### config.mk
export PLATFORM = sky130hd
export DESIGN_NAME = html_token_lexer_top
export DESIGN_NICKNAME = d
export VERILOG_FILES = /design/src/hdl/htl_pkg.sv /design/src/hdl/htl_front.sv /design/src/hdl/htl_queue.sv /design/src/hdl/htl_back.sv /design/src/hdl/html_token_lexer_top.sv
export SDC_FILE = /design/constraint.sdc
export NUM_CORES = 1
export LEC_CHECK = 0
export ABC_CLOCK_PERIOD_IN_PS = 10700
export BUFFER_PORTS_ARGS = -buffer_cell sky130_fd_sc_hd__buf_2
export CAP_MARGIN = 20
export CORE_UTILIZATION = 60
export CTS_CLUSTER_SIZE = 20
export DETAILED_ROUTE_END_ITERATION = 8
export PLACE_DENSITY = 0.88
export SYNTH_ARGS = -nofsm -noshare
export SYNTH_HDL_FRONTEND = slang
export SYNTH_SLANG_ARGS = --single-unit
### constraint.sdc
create_clock -name clock -period 10.7 [get_ports clock]
set_input_delay 1.07 -clock clock [delete_from_list [all_inputs] [get_ports clock]]
set_output_delay 1.07 -clock clock [all_outputs]
set_load 0.02 [all_outputs]
### src/hdl/htl_pkg.sv
// shared types, constants and helpers of the html token lexer
// no dependencies; imported by every module of the block
`default_nettype none

package htl_pkg;

   // width of the internal byte counters (saturating)
   localparam int POS_W = 32;
   // width of the reported offset and length fields
   localparam int OUT_W = 32;
   localparam int EXT_W = (POS_W + 1 > OUT_W + 1) ? POS_W + 1 : OUT_W + 1;

   // result queue between the scanner and the output side
   localparam int QUEUE_DEPTH = 4;
   localparam int QUEUE_IDX_W = $clog2(QUEUE_DEPTH);
   localparam int QUEUE_CNT_W = $clog2(QUEUE_DEPTH + 1);

   // token kinds
   localparam logic [2:0] KIND_TEXT    = 3'd0;
   localparam logic [2:0] KIND_COMMENT = 3'd1;
   localparam logic [2:0] KIND_DECL    = 3'd2;
   localparam logic [2:0] KIND_START   = 3'd3;
   localparam logic [2:0] KIND_END     = 3'd4;

   // characters of interest
   localparam logic [7:0] CH_LT     = 8'h3C;
   localparam logic [7:0] CH_GT     = 8'h3E;
   localparam logic [7:0] CH_BANG   = 8'h21;
   localparam logic [7:0] CH_DASH   = 8'h2D;
   localparam logic [7:0] CH_SLASH  = 8'h2F;
   localparam logic [7:0] CH_DQUOTE = 8'h22;
   localparam logic [7:0] CH_SQUOTE = 8'h27;
   localparam logic [7:0] CH_SPACE  = 8'h20;
   localparam logic [7:0] CH_TAB    = 8'h09;
   localparam logic [7:0] CH_CR     = 8'h0D;

   typedef struct packed {
      logic [7:0] data_byte;
      logic       end_of_file;
   } req_type;

   typedef struct packed {
      logic [2:0]       token_kind;
      logic [OUT_W-1:0] token_start;
      logic [OUT_W-1:0] token_length;
      logic             terminated;
      logic             last_of_run;
   } rsp_type;

   // all results caused by one request byte
   typedef struct packed {
      logic    two;
      rsp_type first;
      rsp_type second;
   } entry_type;

   function automatic logic [OUT_W-1:0] clamp_out(input logic [POS_W:0] v);
      logic [EXT_W-1:0] x;
      x = EXT_W'(v);
      if (x > EXT_W'({OUT_W{1'b1}}))
         clamp_out = '1;
      else
         clamp_out = x[OUT_W-1:0];
   endfunction

   function automatic logic is_white(input logic [7:0] b);
      is_white = (b == CH_SPACE) || (b >= CH_TAB && b <= CH_CR);
   endfunction

endpackage

`default_nettype wire

### src/hdl/htl_front.sv
// scanner: accepts request bytes, tracks the token state and builds result entries
// depends on htl_pkg
`default_nettype none

module htl_front (
   input  wire logic               clock,
   input  wire logic               reset,
   input  wire logic               req_valid,
   output logic                    req_ready,
   input  wire htl_pkg::req_type   req_data,
   output logic                    push_valid,
   input  wire logic               push_ready,
   output htl_pkg::entry_type      push_data
);
   import htl_pkg::*;

   localparam logic [3:0] M_IDLE         = 4'd0;
   localparam logic [3:0] M_TEXT         = 4'd1;
   localparam logic [3:0] M_LT           = 4'd2;
   localparam logic [3:0] M_LT_BANG      = 4'd3;
   localparam logic [3:0] M_LT_BANG_DASH = 4'd4;
   localparam logic [3:0] M_C_BODY       = 4'd5;
   localparam logic [3:0] M_C_DASH       = 4'd6;
   localparam logic [3:0] M_C_SPACE      = 4'd7;
   localparam logic [3:0] M_TAG          = 4'd8;
   localparam logic [3:0] M_QUOTED       = 4'd9;

   logic [3:0]       mode_ff, mode_in;
   logic             quote_ff, quote_in;
   logic [2:0]       pend_ff, pend_in;
   logic [POS_W-1:0] pos_ff, pos_in;
   logic [POS_W-1:0] begin_ff, begin_in;

   logic [7:0]       b;
   logic             accept;
   logic [3:0]       mode_mid;
   logic             quote_mid;
   logic [2:0]       pend_mid;
   logic [POS_W-1:0] begin_mid;
   logic             scan_quote, scan_close;
   logic [3:0]       scan_mode;
   logic             step_put, flush;
   logic [2:0]       step_kind, flush_kind;
   logic [POS_W:0]   step_len, flush_len, through_len, text_len;
   rsp_type          step_rsp, flush_rsp;

   assign b         = req_data.data_byte;
   assign req_ready = push_ready;
   assign accept    = req_valid && push_ready;

   // quote-aware tag and declaration scan
   always_comb begin
      scan_quote = quote_ff;
      scan_close = 1'b0;
      scan_mode  = M_TAG;
      if (b == CH_DQUOTE || b == CH_SQUOTE) begin
         scan_quote = (b == CH_SQUOTE);
         scan_mode  = M_QUOTED;
      end else if (b == CH_GT) begin
         scan_close = 1'b1;
         scan_mode  = M_IDLE;
      end
   end

   assign through_len = (POS_W + 1)'({1'b0, pos_ff} - {1'b0, begin_ff} + 1'b1);
   assign text_len    = ((pos_ff - begin_ff) == '0) ? (POS_W + 1)'(1)
                                                    : {1'b0, pos_ff - begin_ff};
   assign flush_len   = (POS_W + 1)'({1'b0, pos_ff} - {1'b0, begin_mid} + 1'b1);

   always_comb begin
      mode_mid  = mode_ff;
      quote_mid = quote_ff;
      pend_mid  = pend_ff;
      begin_mid = begin_ff;
      step_put  = 1'b0;
      step_kind = KIND_TEXT;
      step_len  = through_len;
      case (mode_ff)
         M_IDLE: begin
            begin_mid = pos_ff;
            mode_mid  = (b == CH_LT) ? M_LT : M_TEXT;
         end
         M_TEXT: begin
            if (b == CH_LT) begin
               step_put  = 1'b1;
               step_kind = KIND_TEXT;
               step_len  = text_len;
               begin_mid = pos_ff;
               mode_mid  = M_LT;
            end
         end
         M_LT: begin
            if (b == CH_BANG) begin
               mode_mid = M_LT_BANG;
            end else begin
               pend_mid  = (b == CH_SLASH) ? KIND_END : KIND_START;
               mode_mid  = scan_mode;
               quote_mid = scan_quote;
               step_put  = scan_close;
               step_kind = pend_mid;
            end
         end
         M_LT_BANG, M_LT_BANG_DASH: begin
            if (b == CH_DASH && mode_ff == M_LT_BANG) begin
               mode_mid = M_LT_BANG_DASH;
            end else if (b == CH_DASH) begin
               pend_mid = KIND_COMMENT;
               mode_mid = M_C_BODY;
            end else begin
               pend_mid  = KIND_DECL;
               mode_mid  = scan_mode;
               quote_mid = scan_quote;
               step_put  = scan_close;
               step_kind = KIND_DECL;
            end
         end
         M_C_BODY: begin
            if (b == CH_DASH)
               mode_mid = M_C_DASH;
         end
         M_C_DASH, M_C_SPACE: begin
            if (b == CH_DASH && mode_ff == M_C_DASH) begin
               mode_mid = M_C_DASH;
            end else if (is_white(b)) begin
               mode_mid = M_C_SPACE;
            end else if (b == CH_GT) begin
               step_put  = 1'b1;
               step_kind = KIND_COMMENT;
               mode_mid  = M_IDLE;
            end else begin
               mode_mid = M_C_BODY;
            end
         end
         M_TAG: begin
            mode_mid  = scan_mode;
            quote_mid = scan_quote;
            step_put  = scan_close;
            step_kind = pend_ff;
         end
         M_QUOTED: begin
            if (b == (quote_ff ? CH_SQUOTE : CH_DQUOTE))
               mode_mid = M_TAG;
         end
         default: begin
            mode_mid = M_IDLE;
         end
      endcase
   end

   // end-of-file flush of whatever token is still open
   always_comb begin
      flush = req_data.end_of_file && (mode_mid != M_IDLE);
      case (mode_mid)
         M_TEXT:                               flush_kind = KIND_TEXT;
         M_LT:                                 flush_kind = KIND_START;
         M_LT_BANG, M_LT_BANG_DASH:            flush_kind = KIND_DECL;
         M_C_BODY, M_C_DASH, M_C_SPACE:        flush_kind = KIND_COMMENT;
         default:                              flush_kind = pend_mid;
      endcase
   end

   always_comb begin
      step_rsp.token_kind    = step_kind;
      step_rsp.token_start   = clamp_out({1'b0, begin_ff});
      step_rsp.token_length  = clamp_out(step_len);
      step_rsp.terminated    = 1'b1;
      step_rsp.last_of_run   = !flush;
      flush_rsp.token_kind   = flush_kind;
      flush_rsp.token_start  = clamp_out({1'b0, begin_mid});
      flush_rsp.token_length = clamp_out(flush_len);
      flush_rsp.terminated   = 1'b0;
      flush_rsp.last_of_run  = 1'b1;
      push_data.two          = step_put && flush;
      push_data.first        = step_put ? step_rsp : flush_rsp;
      push_data.second       = flush_rsp;
   end

   assign push_valid = req_valid && (step_put || flush);

   always_comb begin
      mode_in  = mode_ff;
      quote_in = quote_ff;
      pend_in  = pend_ff;
      pos_in   = pos_ff;
      begin_in = begin_ff;
      if (accept) begin
         if (req_data.end_of_file) begin
            mode_in  = M_IDLE;
            quote_in = 1'b0;
            pend_in  = KIND_TEXT;
            pos_in   = '0;
            begin_in = '0;
         end else begin
            mode_in  = mode_mid;
            quote_in = quote_mid;
            pend_in  = pend_mid;
            begin_in = begin_mid;
            if (pos_ff != '1)
               pos_in = pos_ff + 1'b1;
         end
      end
   end

   always_ff @(posedge clock) begin
      if (reset) begin
         mode_ff  <= M_IDLE;
         quote_ff <= 1'b0;
         pend_ff  <= KIND_TEXT;
         pos_ff   <= '0;
         begin_ff <= '0;
      end else begin
         mode_ff  <= mode_in;
         quote_ff <= quote_in;
         pend_ff  <= pend_in;
         pos_ff   <= pos_in;
         begin_ff <= begin_in;
      end
   end

endmodule

`default_nettype wire

### src/hdl/htl_queue.sv
// short first-in first-out queue of result entries
// depends on htl_pkg
`default_nettype none

module htl_queue (
   input  wire logic                clock,
   input  wire logic                reset,
   input  wire logic                push_valid,
   output logic                     push_ready,
   input  wire htl_pkg::entry_type  push_data,
   output logic                     pop_valid,
   input  wire logic                pop_ready,
   output htl_pkg::entry_type       pop_data
);
   import htl_pkg::*;

   entry_type              slot_ff [QUEUE_DEPTH];
   logic [QUEUE_IDX_W-1:0] wr_ff, wr_in, rd_ff, rd_in;
   logic [QUEUE_CNT_W-1:0] cnt_ff, cnt_in;
   logic                   do_push, do_pop;

   assign push_ready = (cnt_ff != QUEUE_CNT_W'(QUEUE_DEPTH));
   assign pop_valid  = (cnt_ff != '0);
   assign pop_data   = slot_ff[rd_ff];
   assign do_push    = push_valid && push_ready;
   assign do_pop     = pop_valid && pop_ready;

   always_comb begin
      wr_in  = do_push ? QUEUE_IDX_W'(wr_ff + 1'b1) : wr_ff;
      rd_in  = do_pop ? QUEUE_IDX_W'(rd_ff + 1'b1) : rd_ff;
      cnt_in = cnt_ff;
      if (do_push && !do_pop)
         cnt_in = cnt_ff + 1'b1;
      else if (do_pop && !do_push)
         cnt_in = cnt_ff - 1'b1;
   end

   always_ff @(posedge clock) begin
      if (reset) begin
         wr_ff  <= '0;
         rd_ff  <= '0;
         cnt_ff <= '0;
      end else begin
         wr_ff  <= wr_in;
         rd_ff  <= rd_in;
         cnt_ff <= cnt_in;
      end
   end

   always_ff @(posedge clock) begin
      if (do_push)
         slot_ff[wr_ff] <= push_data;
   end

endmodule

`default_nettype wire

### src/hdl/htl_back.sv
// output side: hands out the one or two results of each queued entry
// depends on htl_pkg
`default_nettype none

module htl_back (
   input  wire logic                clock,
   input  wire logic                reset,
   input  wire logic                pop_valid,
   output logic                     pop_ready,
   input  wire htl_pkg::entry_type  pop_data,
   output logic                     rsp_valid,
   input  wire logic                rsp_ready,
   output htl_pkg::rsp_type         rsp_data
);
   import htl_pkg::*;

   // set while the second result of a two-result entry is on offer
   logic sub_ff, sub_in;

   assign rsp_valid = pop_valid;
   assign rsp_data  = sub_ff ? pop_data.second : pop_data.first;
   assign pop_ready = rsp_ready && (!pop_data.two || sub_ff);

   always_comb begin
      sub_in = sub_ff;
      if (rsp_valid && rsp_ready)
         sub_in = pop_data.two && !sub_ff;
   end

   always_ff @(posedge clock) begin
      if (reset) begin
         sub_ff <= 1'b0;
      end else begin
         sub_ff <= sub_in;
      end
   end

endmodule

`default_nettype wire

### src/hdl/html_token_lexer_top.sv
// top level of the html token lexer: scanner, result queue and output side
// depends on htl_pkg, htl_front, htl_queue, htl_back
`default_nettype none

// The lexer takes one document byte per request and reports a descriptor
// (kind, start offset, length, terminated flag) for each finished token:
// text runs, comments, declarations, start tags and end tags. It accepts
// one request per clock; every byte is classified by the scanner state
// machine. A byte yields zero, one or two results; results wait in a
// four-entry queue, and the output side hands out one result at a time,
// so a byte giving two results (text closed by '<' on the end-of-file
// byte) takes two output transfers. Requests stall only while the queue
// is full. The end-of-file byte flushes any open token with terminated
// low and returns the scanner to its reset state. Offsets and lengths
// saturate; last_of_run marks the final result caused by a request.
module html_token_lexer_top (
   input  wire logic              clock,
   input  wire logic              reset,
   input  wire logic              req_valid,
   output logic                   req_ready,
   input  wire htl_pkg::req_type  req_data,
   output logic                   rsp_valid,
   input  wire logic              rsp_ready,
   output htl_pkg::rsp_type       rsp_data
);
   import htl_pkg::*;

   // scanner to queue
   logic      push_valid, push_ready;
   entry_type push_data;
   // queue to output side
   logic      pop_valid, pop_ready;
   entry_type pop_data;

   // token state machine and result building
   htl_front u_front (
      .clock      (clock),
      .reset      (reset),
      .req_valid  (req_valid),
      .req_ready  (req_ready),
      .req_data   (req_data),
      .push_valid (push_valid),
      .push_ready (push_ready),
      .push_data  (push_data)
   );

   // decouples the scanner from output back-pressure
   htl_queue u_queue (
      .clock      (clock),
      .reset      (reset),
      .push_valid (push_valid),
      .push_ready (push_ready),
      .push_data  (push_data),
      .pop_valid  (pop_valid),
      .pop_ready  (pop_ready),
      .pop_data   (pop_data)
   );

   // serialises one or two results per entry
   htl_back u_back (
      .clock     (clock),
      .reset     (reset),
      .pop_valid (pop_valid),
      .pop_ready (pop_ready),
      .pop_data  (pop_data),
      .rsp_valid (rsp_valid),
      .rsp_ready (rsp_ready),
      .rsp_data  (rsp_data)
   );

endmodule

`default_nettype wire

======== Word level (Yosys, flattened, before mapping) ========
Memories as Yosys holds them, arrays and structs flattened. A register that Yosys moved wholly into a read port is not among the register bits.
Cells that the tools add are included.
W data, S select, Z words.
word-level totals
  flip-flop bits (word level) ............. 80
  memory bits (writable) .................. 548
  input bits .............................. 13
  output and inout bits ................... 71
  logic and storage cells ................. 152
  memories ................................ 1
cells by class
  add/subtract/negate cells ............... 10
  magnitude comparators ................... 4
  equal/unequal tests ..................... 30
  mux-type cells .......................... 62
  reductions and logical operators ........ 36
memory list
  name             words  bits a word  rd ports  clocked after memory_dff  write ports  RTL line         source
  u_queue.slot_ff  4      137          1         1                         1            htl_queue.sv:17  entry_type slot_ff [QUEUE_DEPTH];
operator list
  kind                     number
  $mux W32                 7
  $mux W69                 2
  $add A33 B1 Y33 const B  2
  $gt A33 B32 Y1 const B   2
  $mux W33                 2
  $sub A32 B32 Y33         2
  $eq A8 B6 Y1 const B     8
  $pmux W32 S2             1
  $mux W4                  11
  $mux W3                  12
  $add A32 B1 Y32 const B  1
  $eq A4 B3 Y1 const B     8
  $logic_not A32 Y1        1
  $ne A32 B32 Y1 const B   1
  $pmux W4 S8              1
  $sub A32 B32 Y32         1
  $pmux W3 S4              2
  $eq A4 B2 Y1 const B     4
  $mux W1                  16
  $logic_and A1 B1 Y1      14
  $ne A3 B3 Y1 const B     4
  $mux W2                  5
  $eq A4 B1 Y1 const B     2
  $eq A4 B4 Y1 const B     2
  19 further kinds         31

======== Logic depth before layout (Yosys ltp) ========
  depth after elaboration ................. 15
  mapped depth ............................ 24
  depth with buffers taken out ............ 21

======== By module ========
From an unflattened synthesis, not the netlist that was laid out.
second synthesis, totals
  cells, all modules ...................... 2,359
  area, all modules ....................... 32,342.3 sq um
modules (own cells, without submodules)
  module     instances  cells each  area an instance (sq um)  sequential area each (sq um)
  htl_queue  1          774         20,535.9                  16,876.2
  htl_front  1          1,501       10,621.4                  1,441.4
  htl_back   1          84          1,184.9                   20.0

======== Worst setup path after synthesis ========
Ideal clock, no wire load.
  path kind ............................... in2reg
  start point ............................. in req_data[1] (netlist bit)
  end point ............................... mem u_queue.slot_ff[0][0] (netlist bit) (enable)
  setup time .............................. 0.513 ns
  arrival time ............................ 6.239 ns
  required time ........................... 10.187 ns
  setup slack ............................. 3.948 ns
  stages on the path ...................... 10
  buffers on the path ..................... 1
  cell sequence ........................... buf_4 -> or4b_1 -> nor3_1 -> nand2b_1 -> a211oi_1 -> nor3b_2 -> nand2b_1 -> o21ai_2 -> a21oi_2 -> and2_1
between the ends
  cells in the longest elaborated chain, start to end .. 13
  elaborated cells on any way between the ends .. 44
  those cells by class .................... order compare: 2; eq/ne: 8; mux: 24; reduce/logical: 10
ends and longest elaborated chain
  element                                        RTL line                            source
  start, declared                                html_token_lexer_top.sv:21          input wire htl_pkg::req_type req_data,
  $ge A8 B4 Y1 (tied with other cells)           htl_pkg.sv:67                       is_white = (b == CH_SPACE) || (b >= CH_TAB && b <= CH_CR);
  $logic_and A1 B1 Y1 (tied with other cells)    htl_pkg.sv:67
  $logic_or A1 B1 Y1 or $mux W4 (tied branches)  htl_pkg.sv:67, htl_front.sv:56
  $mux W4 (on tied branches)                     htl_front.sv:124, htl_front.sv:106
  $mux W4 (on tied branches)                     htl_front.sv:122, htl_front.sv:104
  $pmux W4 S8                                    htl_front.sv:78                     case (mode_ff)
  $reduce_bool A4 Y1                             htl_front.sv:152                    flush = req_data.end_of_file && (mode_mid != M_IDLE);
  $logic_and A1 B1 Y1                            htl_front.sv:152
  $logic_or A1 B1 Y1 *                           htl_front.sv:178                    assign push_valid = req_valid && (step_put || flush);
  $logic_and A1 B1 Y1 *                          htl_front.sv:178
  $logic_and A1 B1 Y1 *                          htl_queue.sv:25                     assign do_push = push_valid && push_ready;
  named net u_queue.do_push                      htl_queue.sv:20                     logic do_push, do_pop;
  $mux W1 *                                      htl_queue.sv:51                     if (do_push)
  $mux W1 (not written as such) *                htl_queue.sv:52                     slot_ff[wr_ff] <= push_data;
  end, declared                                  htl_queue.sv:17
The timed path passes the listed nets; every way through them passes the cells marked *.

==> impl_metrics.py <==
metrics = {
    "outcome": {
        "status": "complete, no violations",
    },
    "grt": {
        "grt_first_pass_wirelength_um": 122000,
        "overflow": 0,
        "grt_max_degree": 110,
        "grtUsageTotal_pct": 30.1,
        "grt_pass1_vias": 21200,
        "antenna_found_initial": 1,
    },
    "synthesis": {
        "yosysTopAreaCellShare_pct": 51.7,
        "syn_nets": 2671,
        "yosys.area.top_type": "edfxtp_1",
        "ys.flop_type": "edfxtp_1",
        "ys_warn_count": 0,
        "ys_seq_area_share_pct": 56.9,
        "syn_avg_cell_area_um2": 12.8,
        "synth_seq_cells": 630,
        "async_reset_ff_share_pct": 0,
        "synth_edf_count": 548,
        "synth.top_cells.by_area": "edfxtp_1 (52%), mux4_2 (9.7%), ha_1 (5.3%)",
        "synth_area_um2": 31800,
        "synthCells": 2493,
        "synth_cell_types": 91,
    },
    "worst_hold_path": {
        "min-delay-start": "u_front.quote_ff",
        "hold_path_depth": 2,
        "whs_endpoint": "u_front.quote_ff",
        "hp-class": "register to register",
    },
    "route": {
        "ant_nets": 0,
        "viasPerCell": 6.42,
        "wl_um": 80300,
        "dr_total_vias": 21100,
        "dr.pass1.iters": 6,
        "remaining_drc_errors": 0,
        "drt_first_iter_violations": 2210,
        "wl_per_cell_um": 24.4,
    },
    "clock_network": {
        "cts_resized": 0,
        "cts_root_buf": "clkbuf_16",
        "cts_tree": "yes",
        "clk_latency_ns": 0.63,
        "htreeDepth": 2,
        "cts_setup_buffers": 0,
        "clockBufferDepth": 3,
        "ctsHoldBuffers": 0,
        "numCtsBuffers": 60,
        "clock_sinks": 630,
        "clkSlewWorstSetupHoldPaths_ns": 0.06,
    },
    "finish": {
        "drive_above_1_share_pct": 14.7,
        "layout_common_cells": "edfxtp_1 (548), nand2_1 (374), nor2_1 (159), inv_1 (159), mux4_2 (137)",
        "final_area_um2": 35000,
        "layout_commonest_cell": "edfxtp_1",
        "layout.nets": 2736,
        "area_growth_pct": 9.84,
        "antenna_cells": 0,
    },
    "place": {
        "port_buffers": 83,
        "dp_hpwl_um": 52600,
        "dpl-instance-area_um2": 32900,
        "place_worst_setup_slack_ns": 2.74,
        "gp_congestion": 0.975,
    },
    "setup_path": {
        "reg2reg_to": "u_queue.slot_ff[1][79]",
        "ff2ff_setup_slack_ns": 3.88,
        "ff2ff_path_depth": 19,
        "cp.arrival_ns": 7.98,
        "required_ns": 11.07,
        "critPathMaxFanout": 56,
        "r2r-start": "u_front.mode_ff[3]",
        "endpoint_kind": "register",
        "setup.worst_path.class": "primary input to register",
        "cp-start-kind": "primary input",
    },
    "floorplan": {
        "io_pins": 84,
        "dieArea_um2": 54000,
        "rows": 84,
        "fp.dieH_um": 232,
        "core-area_um2": 52400,
        "start_util_pct": 60.7,
        "die_w_um": 232,
    },
    "timing": {
        "slew_violations": 0,
        "skew_ns": 0.0339,
        "hold_viol_final": 0,
        "final.period_utilization_pct": 71.1,
        "fin_tns_setup_ns": 0,
        "setup_viol": 0,
        "fin_crit_ns": 7.61,
        "tightest_slew_ns": 1.06,
        "fin_ws_ns": 3.09,
        "rsz0062_at_grt": "no",
        "relSlewSlack_pct": 28.8,
        "fmax_mhz": 131,
    },
    "power": {
        "max-vdd-ir-drop_mv": 0.124,
        "power.total_w": 0.00646,
        "leakagePower_nw": 12.7,
        "power_density_nw_per_um2": 185,
    },
    "run": {
        "cap_violations": 0,
    },
}
==> where the power goes <==
part / switching (W) / leakage, nW / internal (W) / total [W]
Clock: 0.000899 / 0.981 / 0.00123 / 0.00213
Combinational: 0.000885 / 6.11 / 0.000554 / 0.00144
Sequential: 0.0000532 / 5.64 / 0.00284 / 0.00290
Total: 0.00184 / 12.7 / 0.00462 / 0.00646
==> how the worst max path moves through the flow <==
stage                 from  depth (start not counted)                      to  slack [ns]
6_report       req_data[1]                         21  u_queue.slot_ff[1][79]        3.09
5_1_grt        req_data[1]                         21  u_queue.slot_ff[0][79]        2.55
4_1_cts        req_data[1]                         21  u_queue.slot_ff[2][80]        3.24
3_5_place_dp   req_data[1]                         21  u_queue.slot_ff[0][79]        2.74
3_3_place_gp   req_data[1]                         21  u_queue.slot_ff[0][71]        3.11
2_1_floorplan  req_data[1]                         10   u_queue.slot_ff[0][0]        3.95
==> layout make-up <==
| cell class | count | area (um2) |
|---|---|---|
| clock buffers | 87 | 1750 |
| clock inverters | 24 | 236 |
| fillers | 3499 | 17500 |
| inverters | 162 | 608 |
| multi-input cells | 1594 | 12700 |
| flip-flops and latches | 630 | 18100 |
| well taps | 688 | 861 |
| repair buffers | 110 | 651 |
==> metrics by stage <==
step           cells  hold WS, ns  util [%]
2_1_floorplan   2493        0.441         -
3_3_place_gp    3183        0.463      62.8
3_5_place_dp    3183        0.468      62.8
4_1_cts         3294        0.478      66.6
5_1_grt         3295        0.492      66.7
6_report        3295        0.481      66.7
==> worst max-delay path, cell delays in order <==
cell	delay, ns
buf_2	0.14
or4b_1	0.58
nor3_1	0.64
o21ai_4	0.06
buf_4	0.34
o21ai_0	0.63
ha_1	0.32
inv_1	0.07
ha_1	0.29
a211oi_1	0.27
nor2_1	0.10
o311ai_0	0.61
a21boi_0	0.39
o21ai_1	0.27
a21oi_1	0.10
o22ai_1	0.23
xnor2_2	0.08
buf_4	0.28
nand2_1	0.19
clkinv_1	0.65
a22oi_1	0.61
==> Yosys cell counts (all sizes together) (22+ instances only) <==
cell / number
a21oi: 103
mux4: 137
ha: 134
inv: 160
xnor2: 86
nand2b: 28
clkbuf: 75
dfxtp: 82
o21ai: 106
o21a: 37
buf: 32
nand2: 374
a21o: 22
edfxtp: 548
a22oi: 55
nor3: 22
fa: 31
nand3: 29
xor2: 36
nor2: 160
==> kinds of logic after synthesis <==
| kind of cell | synth area share (%) |
|---|---|
| xor gates and xnor gates | 3.36 |
| and+or+nand+nor | 9.94 |
| buffers and inverters | 3.23 |
| adders and majority gates | 7.22 |
| DFF | 56.9 |
| AOI/OAI and AO/OA | 9.29 |
| muxes | 10.1 |
==> flip-flops by register name, indices dropped and copies added (netlist names), named ones only <==
register          cells
u_queue.slot_ff     548
u_front.begin_ff     32
u_front.pos_ff       32
u_front.mode_ff       4
u_front.pend_ff       3
u_queue.cnt_ff        3
u_queue.rd_ff         2
u_queue.wr_ff         2
u_back.sub_ff         1
u_front.quote_ff      1
==> metal layers <==
metal	GRT usage [%]	routed length (um)
met1	38.9	31600
met2	50.5	39900
met3	3.78	4870
met4	14.6	3860
met5	0	13
No activity file was read; power rests on OpenSTA's default activity.
